### config.mk
export PLATFORM = sky130hd
export DESIGN_NAME = i2c_bitbang_master_core
export DESIGN_NICKNAME = d
export VERILOG_FILES = /design/src/rtl/core/i2cbb_pkg.sv /design/src/rtl/core/i2cbb_apb.sv /design/src/rtl/core/i2cbb_seq.sv /design/src/rtl/core/i2c_bitbang_master_core.sv
export SDC_FILE = /design/constraint.sdc
export NUM_CORES = 1
export LEC_CHECK = 0
export ABC_AREA = 1
export BUFFER_PORTS_ARGS = -buffer_cell sky130_fd_sc_hd__buf_2
export CAP_MARGIN = 20
export CORE_MARGIN = 4
export CORE_UTILIZATION = 50
export CTS_BUF_LIST = sky130_fd_sc_hd__clkbuf_4 sky130_fd_sc_hd__clkbuf_8
export DETAILED_ROUTE_END_ITERATION = 16
export PLACE_DENSITY = 0.84
export SLEW_MARGIN = 25
export SYNTH_ARGS = -nofsm -noshare
export SYNTH_HDL_FRONTEND = slang
export SYNTH_SLANG_ARGS = --single-unit
### constraint.sdc
create_clock -name clk -period 3.5 [get_ports clk]
set_input_delay 0.525 -clock clk [delete_from_list [all_inputs] [get_ports clk]]
set_output_delay 0.525 -clock clk [all_outputs]
set_load 0.03 [all_outputs]
### src/rtl/core/i2cbb_pkg.sv
// Shared types and constants for the bit-level I2C master core.
// Used by the sequencer, the register port and the top level.
package i2cbb_pkg;

    localparam int TicksWidth = 16;
    localparam int AddrWidth  = 3;

    localparam logic [AddrWidth-1:0] REG_TICKS_PER_US_ADDR = 3'd0;

    typedef enum logic [2:0] {
        CMD_START     = 3'd0,
        CMD_STOP      = 3'd1,
        CMD_WRITE     = 3'd2,
        CMD_READ      = 3'd3,
        CMD_WAIT_ACK  = 3'd4,
        CMD_SEND_ACK  = 3'd5,
        CMD_SEND_NACK = 3'd6
    } cmd_t;

    localparam logic KIND_COMMAND = 1'b0;
    localparam logic KIND_TICK    = 1'b1;

    typedef struct packed {
        logic       kind;
        logic [2:0] command;
        logic [7:0] write_byte;
        logic       ack_after_read;
        logic       sda_level;
    } item_t;

    typedef struct packed {
        logic       scl_level;
        logic       sda_released;
        logic       sda_is_input;
        logic       busy_res;
        logic       done_res;
        logic [7:0] read_data;
        logic       ack_missing;
        logic       rejected;
    } result_t;

endpackage

### src/rtl/core/i2cbb_apb.sv
// Configuration register port: holds ticks_per_microsecond.
// Depends on i2cbb_pkg.
module i2cbb_apb (
    input  logic                             clk,
    input  logic                             rst_n,
    input  logic                             psel,
    input  logic                             penable,
    input  logic                             pwrite,
    input  logic [i2cbb_pkg::AddrWidth-1:0]  paddr,
    input  logic [31:0]                      pwdata,
    output logic [31:0]                      prdata,
    output logic                             pready,
    output logic [i2cbb_pkg::TicksWidth-1:0] ticks_per_us
);
    import i2cbb_pkg::*;

    logic [TicksWidth-1:0] ticks_reg;
    logic                  sel_ticks;

    assign pready       = 1'b1;
    assign sel_ticks    = (paddr == REG_TICKS_PER_US_ADDR);
    assign ticks_per_us = ticks_reg;
    assign prdata       = sel_ticks ? {{(32-TicksWidth){1'b0}}, ticks_reg} : 32'd0;

    always_ff @(posedge clk or negedge rst_n)
    begin
        if (!rst_n)
        begin
            ticks_reg <= TicksWidth'(1);
        end
        else if (psel && penable && pwrite && pready && sel_ticks)
        begin
            ticks_reg <= pwdata[TicksWidth-1:0];
        end
    end

endmodule

### src/rtl/core/i2cbb_seq.sv
// Bus sequencer: prescaler, phase timer, bit counter, shift register and pins.
// Computes one item's result from the held state. Depends on i2cbb_pkg.
module i2cbb_seq (
    input  logic                             clk,
    input  logic                             rst_n,
    input  logic                             fire,
    input  i2cbb_pkg::item_t                 item,
    input  logic [i2cbb_pkg::TicksWidth-1:0] ticks_per_us,
    output i2cbb_pkg::result_t               result
);
    import i2cbb_pkg::*;

    typedef enum logic [4:0] {
        PH_IDLE     = 5'd0,
        PH_START_A  = 5'd1,
        PH_START_B  = 5'd2,
        PH_STOP_A   = 5'd3,
        PH_STOP_B   = 5'd4,
        PH_WACK_A   = 5'd5,
        PH_WACK_B   = 5'd6,
        PH_ACK_A    = 5'd7,
        PH_ACK_B    = 5'd8,
        PH_WR_PRE   = 5'd9,
        PH_WR_SETUP = 5'd10,
        PH_WR_HIGH  = 5'd11,
        PH_WR_LOW   = 5'd12,
        PH_WR_TAIL  = 5'd13,
        PH_RD_LOW   = 5'd14,
        PH_RD_HIGH  = 5'd15
    } phase_t;

    phase_t                phase_reg, phase_next;
    logic [4:0]            timer_reg, timer_next, timer_dec;
    logic [TicksWidth-1:0] prescale_reg, prescale_next, limit;
    logic [TicksWidth:0]   prescale_inc;
    logic [3:0]            bit_count_reg, bit_count_next, bit_inc;
    logic [7:0]            shift_reg, shift_next, shift_sh;
    logic [7:0]            last_read_reg, last_read_next;
    logic                  scl_reg, scl_next;
    logic                  sda_reg, sda_next;
    logic                  dir_in_reg, dir_in_next;
    logic                  busy_reg, busy_next;
    logic                  ack_after_reg, ack_after_next;
    logic                  nack_reg, nack_next;
    logic                  done, rej;

    assign limit        = (ticks_per_us == '0) ? TicksWidth'(1) : ticks_per_us;
    assign prescale_inc = {1'b0, prescale_reg} + (TicksWidth+1)'(1);
    assign timer_dec    = (timer_reg != 5'd0) ? timer_reg - 5'd1 : 5'd0;
    assign bit_inc      = bit_count_reg + 4'd1;
    assign shift_sh     = {shift_reg[6:0], 1'b0};

    always_comb
    begin
        phase_next     = phase_reg;
        timer_next     = timer_reg;
        prescale_next  = prescale_reg;
        bit_count_next = bit_count_reg;
        shift_next     = shift_reg;
        last_read_next = last_read_reg;
        scl_next       = scl_reg;
        sda_next       = sda_reg;
        dir_in_next    = dir_in_reg;
        busy_next      = busy_reg;
        ack_after_next = ack_after_reg;
        nack_next      = nack_reg;
        done           = 1'b0;
        rej            = 1'b0;

        if (item.kind == KIND_COMMAND)
        begin
            if (busy_reg)
            begin
                rej = 1'b1;
            end
            else if (item.command <= CMD_SEND_NACK)
            begin
                busy_next      = 1'b1;
                prescale_next  = '0;
                bit_count_next = 4'd0;
                unique case (item.command)
                    CMD_START:
                    begin
                        dir_in_next = 1'b0;
                        scl_next    = 1'b1;
                        sda_next    = 1'b1;
                        phase_next  = PH_START_A;
                        timer_next  = 5'd4;
                    end
                    CMD_STOP:
                    begin
                        dir_in_next = 1'b0;
                        scl_next    = 1'b0;
                        sda_next    = 1'b0;
                        phase_next  = PH_STOP_A;
                        timer_next  = 5'd4;
                    end
                    CMD_WRITE:
                    begin
                        shift_next  = item.write_byte;
                        dir_in_next = 1'b0;
                        scl_next    = 1'b0;
                        phase_next  = PH_WR_PRE;
                        timer_next  = 5'd2;
                    end
                    CMD_READ:
                    begin
                        ack_after_next = item.ack_after_read;
                        last_read_next = 8'd0;
                        dir_in_next    = 1'b1;
                        sda_next       = 1'b1;
                        scl_next       = 1'b0;
                        phase_next     = PH_RD_LOW;
                        timer_next     = 5'd2;
                    end
                    CMD_WAIT_ACK:
                    begin
                        dir_in_next = 1'b1;
                        sda_next    = 1'b1;
                        phase_next  = PH_WACK_A;
                        timer_next  = 5'd10;
                    end
                    default:
                    begin
                        scl_next    = 1'b0;
                        dir_in_next = 1'b0;
                        sda_next    = (item.command == CMD_SEND_ACK) ? 1'b0 : 1'b1;
                        phase_next  = PH_ACK_A;
                        timer_next  = 5'd2;
                    end
                endcase
            end
        end
        else if (busy_reg)
        begin
            if (prescale_inc >= {1'b0, limit})
            begin
                prescale_next = '0;
                timer_next    = timer_dec;
                if (timer_dec == 5'd0)
                begin
                    unique case (phase_reg)
                        PH_START_A:
                        begin
                            sda_next   = 1'b0;
                            phase_next = PH_START_B;
                            timer_next = 5'd4;
                        end
                        PH_STOP_A:
                        begin
                            scl_next   = 1'b1;
                            sda_next   = 1'b1;
                            phase_next = PH_STOP_B;
                            timer_next = 5'd4;
                        end
                        PH_WACK_A:
                        begin
                            scl_next   = 1'b1;
                            phase_next = PH_WACK_B;
                            timer_next = 5'd10;
                        end
                        PH_ACK_A:
                        begin
                            scl_next   = 1'b1;
                            phase_next = PH_ACK_B;
                            timer_next = 5'd2;
                        end
                        PH_WR_PRE:
                        begin
                            sda_next   = shift_reg[7];
                            phase_next = PH_WR_SETUP;
                            timer_next = 5'd2;
                        end
                        PH_WR_SETUP:
                        begin
                            scl_next   = 1'b1;
                            phase_next = PH_WR_HIGH;
                            timer_next = 5'd4;
                        end
                        PH_WR_HIGH:
                        begin
                            scl_next   = 1'b0;
                            phase_next = PH_WR_LOW;
                            timer_next = 5'd2;
                        end
                        PH_WR_LOW:
                        begin
                            bit_count_next = bit_inc;
                            shift_next     = shift_sh;
                            timer_next     = 5'd2;
                            if (bit_inc < 4'd8)
                            begin
                                sda_next   = shift_sh[7];
                                phase_next = PH_WR_SETUP;
                            end
                            else
                            begin
                                phase_next = PH_WR_TAIL;
                            end
                        end
                        PH_RD_LOW:
                        begin
                            scl_next       = 1'b1;
                            last_read_next = {last_read_reg[6:0], item.sda_level};
                            phase_next     = PH_RD_HIGH;
                            timer_next     = 5'd2;
                        end
                        PH_RD_HIGH:
                        begin
                            bit_count_next = bit_inc;
                            scl_next       = 1'b0;
                            timer_next     = 5'd2;
                            if (bit_inc < 4'd8)
                            begin
                                phase_next = PH_RD_LOW;
                            end
                            else
                            begin
                                dir_in_next = 1'b0;
                                sda_next    = ~ack_after_reg;
                                phase_next  = PH_ACK_A;
                            end
                        end
                        default:
                        begin
                            if (phase_reg == PH_WACK_B)
                            begin
                                nack_next = item.sda_level;
                            end
                            if (phase_reg == PH_START_B || phase_reg == PH_WACK_B
                                || phase_reg == PH_ACK_B)
                            begin
                                scl_next = 1'b0;
                            end
                            phase_next = PH_IDLE;
                            timer_next = 5'd0;
                            busy_next  = 1'b0;
                            done       = 1'b1;
                        end
                    endcase
                end
            end
            else
            begin
                prescale_next = prescale_inc[TicksWidth-1:0];
            end
        end
    end

    assign result = '{
        scl_level:    scl_next,
        sda_released: sda_next,
        sda_is_input: dir_in_next,
        busy_res:     busy_next,
        done_res:     done,
        read_data:    last_read_next,
        ack_missing:  nack_next,
        rejected:     rej
    };

    always_ff @(posedge clk or negedge rst_n)
    begin
        if (!rst_n)
        begin
            phase_reg     <= PH_IDLE;
            timer_reg     <= 5'd0;
            prescale_reg  <= '0;
            bit_count_reg <= 4'd0;
            shift_reg     <= 8'd0;
            last_read_reg <= 8'd0;
            scl_reg       <= 1'b1;
            sda_reg       <= 1'b1;
            dir_in_reg    <= 1'b0;
            busy_reg      <= 1'b0;
            ack_after_reg <= 1'b0;
            nack_reg      <= 1'b0;
        end
        else if (fire)
        begin
            phase_reg     <= phase_next;
            timer_reg     <= timer_next;
            prescale_reg  <= prescale_next;
            bit_count_reg <= bit_count_next;
            shift_reg     <= shift_next;
            last_read_reg <= last_read_next;
            scl_reg       <= scl_next;
            sda_reg       <= sda_next;
            dir_in_reg    <= dir_in_next;
            busy_reg      <= busy_next;
            ack_after_reg <= ack_after_next;
            nack_reg      <= nack_next;
        end
    end

endmodule

### src/rtl/core/i2c_bitbang_master_core.sv
// Top level of the bit-level I2C master: input register, sequencer, result register.
// Depends on i2cbb_pkg, i2cbb_apb and i2cbb_seq.
//
// Takes one command or tick beat per clock while res_stall does not hold the output, and
// returns one result beat for each: the beat is held in an input register, the sequencer
// makes one step from it combinationally, and the result register holds the outcome until
// it is taken. Bus timing is counted in tick beats:
// ticks_per_microsecond ticks make one microsecond (zero counts as one), and every phase
// lasts its fixed number of microseconds. Commands that arrive while a sequence runs
// come back with rejected set.
module i2c_bitbang_master_core (
    input  logic                            clk,
    input  logic                            rst_n,
    input  logic                            item_valid,
    output logic                            item_stall,
    input  i2cbb_pkg::item_t                item,
    output logic                            res_valid,
    input  logic                            res_stall,
    output i2cbb_pkg::result_t              res,
    input  logic                            psel,
    input  logic                            penable,
    input  logic                            pwrite,
    input  logic [i2cbb_pkg::AddrWidth-1:0] paddr,
    input  logic [31:0]                     pwdata,
    output logic [31:0]                     prdata,
    output logic                            pready
);
    import i2cbb_pkg::*;

    logic [TicksWidth-1:0] ticks_per_us;
    logic                  in_valid_reg;
    item_t                 in_reg;
    logic                  res_valid_reg;
    result_t               res_reg;
    result_t               step_result;
    logic                  out_load;
    logic                  fire;

    assign out_load   = !res_valid_reg || !res_stall;
    assign fire       = in_valid_reg && out_load;
    assign item_stall = in_valid_reg && !out_load;
    assign res_valid  = res_valid_reg;
    assign res        = res_reg;

    i2cbb_apb u_apb (
        .clk          (clk),
        .rst_n        (rst_n),
        .psel         (psel),
        .penable      (penable),
        .pwrite       (pwrite),
        .paddr        (paddr),
        .pwdata       (pwdata),
        .prdata       (prdata),
        .pready       (pready),
        .ticks_per_us (ticks_per_us)
    );

    i2cbb_seq u_seq (
        .clk          (clk),
        .rst_n        (rst_n),
        .fire         (fire),
        .item         (in_reg),
        .ticks_per_us (ticks_per_us),
        .result       (step_result)
    );

    always_ff @(posedge clk or negedge rst_n)
    begin
        if (!rst_n)
        begin
            in_valid_reg <= 1'b0;
        end
        else if (item_valid && !item_stall)
        begin
            in_valid_reg <= 1'b1;
        end
        else if (fire)
        begin
            in_valid_reg <= 1'b0;
        end
    end

    always_ff @(posedge clk)
    begin
        if (item_valid && !item_stall)
        begin
            in_reg <= item;
        end
    end

    always_ff @(posedge clk or negedge rst_n)
    begin
        if (!rst_n)
        begin
            res_valid_reg <= 1'b0;
        end
        else if (out_load)
        begin
            res_valid_reg <= in_valid_reg;
        end
    end

    always_ff @(posedge clk)
    begin
        if (fire)
        begin
            res_reg <= step_result;
        end
    end

endmodule

==> metrics <==
Port-buffer cells=72; Max stage delay cell, worst path=dfrtp_1; std cell rows=38; run status=finished clean; Inserted Clock Buffers=9; die area=0.01303 mm^2; Mapped Cells=704; Worst-Margin Slew=0.7164 ns; largest net degree at the start of global routing=45; Via density=5.184; Yosys cell types=48; skew final=0.01421 ns; minimum clock period=3.491 ns; GPL Wtd Cong=0.9211; power per cell area=560.4 mW/mm^2; layout cells sized above 1=20.83%; IO Count=106; clock sinks=98; Mean Syn Cell Area=8.005 um^2; Top Family by Delay on Critical Path=simple AND/OR/NAND/NOR gates; Crit path largest cell delay=0.44 ns; R2R Setup Slk=0.009 ns; later-pin clock latency in the skew report=0.37 ns; vias in the first global route=4452; WP data required=3.64 ns; Pleak=3.358 nW; number of buffer and inverter stages on the critical path=4; post-synthesis register bit count=98; DRC viols=0; CTS Hold Bufs=0; VDD IR max=257.7 uV; Crit Reg-Reg Endpoint=res[9]; Min-Delay Path Class=in -> async; TritonRoute pass-1 iters=5; CP max FO=5; Synthesis Warnings=0; WP data arrival=3.63 ns; clock-pin slew on the worst setup and hold paths=0.11 ns; Die X=114.2 um; Area growth syn-to-layout=16.70%; Mapped Area=0.005635 mm^2; CTS tree=built; dpl hpwl=9000 um; Worst Reg-to-Reg Cells=25; H-Tree Depth=3; die height=114.2 um; GRT overflow=0; DR vias=4857; Top cell by count, worst path=nand2_1; Fin. Hold Viols=0; number of antenna violations at the first check in global routing=0; Iteration-0 DRC Markers=332; final core occ=60.14%; fmax=286.5 MHz; Tot GR Track Use=19.48%; most frequent cells in the layout=nand2_1 (183), inv_1 (93), buf_2 (71); Std-Cell Core Area=0.01094 mm^2; CTS Buffer Depth=2; hold_ws=0.1467 ns; Setup crit end kind=flop; CP Class=reg -> reg; DR WL/cell=13.84 um; dpl ws=0.03492 ns; Final Net Count=868; Initial Util=51.53%; final setup TNS=0 ns; post-route ant nets=0; Slew HR=52.19%; Total Power=0.003686 W; maxcap violations=0; final wirelength=12960 um; Diodes inserted=0; CP Launch Type=flop; final worst slack=0.009260 ns; worst r2r src=u_seq.prescale_reg[0]; commonest non-fill, non-tap cell in the layout=nand2_1; first-pass GRT wire length=20680 um; CTS root buf=clkbuf_8; final setup fails=0; period utilisation layout=99.74%; Slew Viols, Final=0; Seq/Total Area, Yosys=46.16%
==> cells by family (layout without fill, tap and decap cells) <==
| group | after synthesis | count (layout) | share of synthesized area (%) |
|---|---|---|---|
| AND/OR/NAND/NOR | 328 | 328 | 25.84 |
| buffers and inverters | 135 | 213 | 10.55 |
| AO/OA/AOI/OAI | 109 | 109 | 11.01 |
| flip-flops | 98 | 98 | 46.16 |
| adder cells (fa/ha/maj) | 20 | 20 | 4.440 |
| XOR/XNOR | 12 | 12 | 1.865 |
| other | 2 | 17 | 0.1333 |
==> through the flow <==
step	cell area, um^2	instances
final	6576	937
after global placement	6097	907
after global routing	6576	937
after floorplan	5692	719
after CTS	6337	924
after detailed placement	6097	907
==> cells in the mapped netlist, drive strengths merged <==
cell / number / area share, %
nand4: 19 / 2.2
o21ai: 64 / 5.9
nand2: 200 / 14
a21oi: 19 / 1.7
a22o: 6 / 0.93
o311ai: 1 / 0.16
a2111oi: 1 / 0.16
o22ai: 9 / 1.0
buf: 23 / 3.0
xnor2: 1 / 0.16
nand3b: 1 / 0.13
inv: 98 / 6.5
conb: 2 / 0.13
nor2: 63 / 4.6
clkinv: 2 / 0.24
clkbuf: 12 / 0.80
dfstp: 3 / 1.4
or3: 1 / 0.11
o41ai: 1 / 0.16
a31o: 1 / 0.16
a22oi: 1 / 0.13
and3: 1 / 0.11
dfrtp: 66 / 29
a31oi: 3 / 0.33
xor2: 11 / 1.7
a211o: 1 / 0.16
nor3: 9 / 1.2
ha: 20 / 4.4
nand3: 32 / 3.2
o211ai: 2 / 0.27
edfxtp: 29 / 15
or2: 2 / 0.22
==> how the worst max path moves through the flow <==
| stage | from | end | slack, ns | cells past startpoint |
|---|---|---|---|---|
| floorplan | u_seq.prescale_reg[0] | u_seq.shift_reg[7] | 0.32 | 26 |
| global placement | u_seq.prescale_reg[0] | u_seq.shift_reg[3] | 0.15 | 25 |
| detailed placement | u_seq.prescale_reg[0] | u_seq.shift_reg[3] | 0.03 | 25 |
| CTS | u_seq.prescale_reg[0] | u_seq.last_read_reg[0] | 0.04 | 27 |
| global route | u_seq.prescale_reg[0] | u_seq.last_read_reg[7] | -0.21 | 27 |
| finish | u_seq.prescale_reg[0] | res[9] | 0.009 | 25 |
==> area by class of cell <==
cell class                      count  area (um^2)
Timing Repair inverter              1        8.758
Fill cell                         931         4359
Tap cell                          140        175.2
Clock buffer                       11        145.1
Sequential cell                    98         2601
Inverter                          100        390.4
Timing Repair Buffer               96        571.8
Multi-Input combinational cell    486         2596
Clock inverter                      5        87.58
==> power breakdown <==
group	switching, W	internal, W
Combinational	0.000824	0.000414
Clock	0.000424	0.000437
Sequential	0.000164	0.00142
==> metal layers <==
| metal | up-vias | track usage, % | part of all wire (%) |
|---|---|---|---|
| met2 | 176 | 32.83 | 50 |
| met4 | 0 | 6.097 | 2.0 |
| met5 | - | 0 | 0 |
| li1 | 2426 | - | - |
| met3 | 22 | 2.696 | 5.8 |
| met1 | 2233 | 26.15 | 43 |
==> timing repair <==
| item | in CTS | in global routing |
|---|---|---|
| resized for setup | 0 | 30 |
| endpoints found under the setup margin | 1 | 61 |
| gates cloned | 0 | 2 |
| setup buffers | 1 | 11 |
| pin swaps | 0 | 11 |
(Power assumes the default switching activity.)
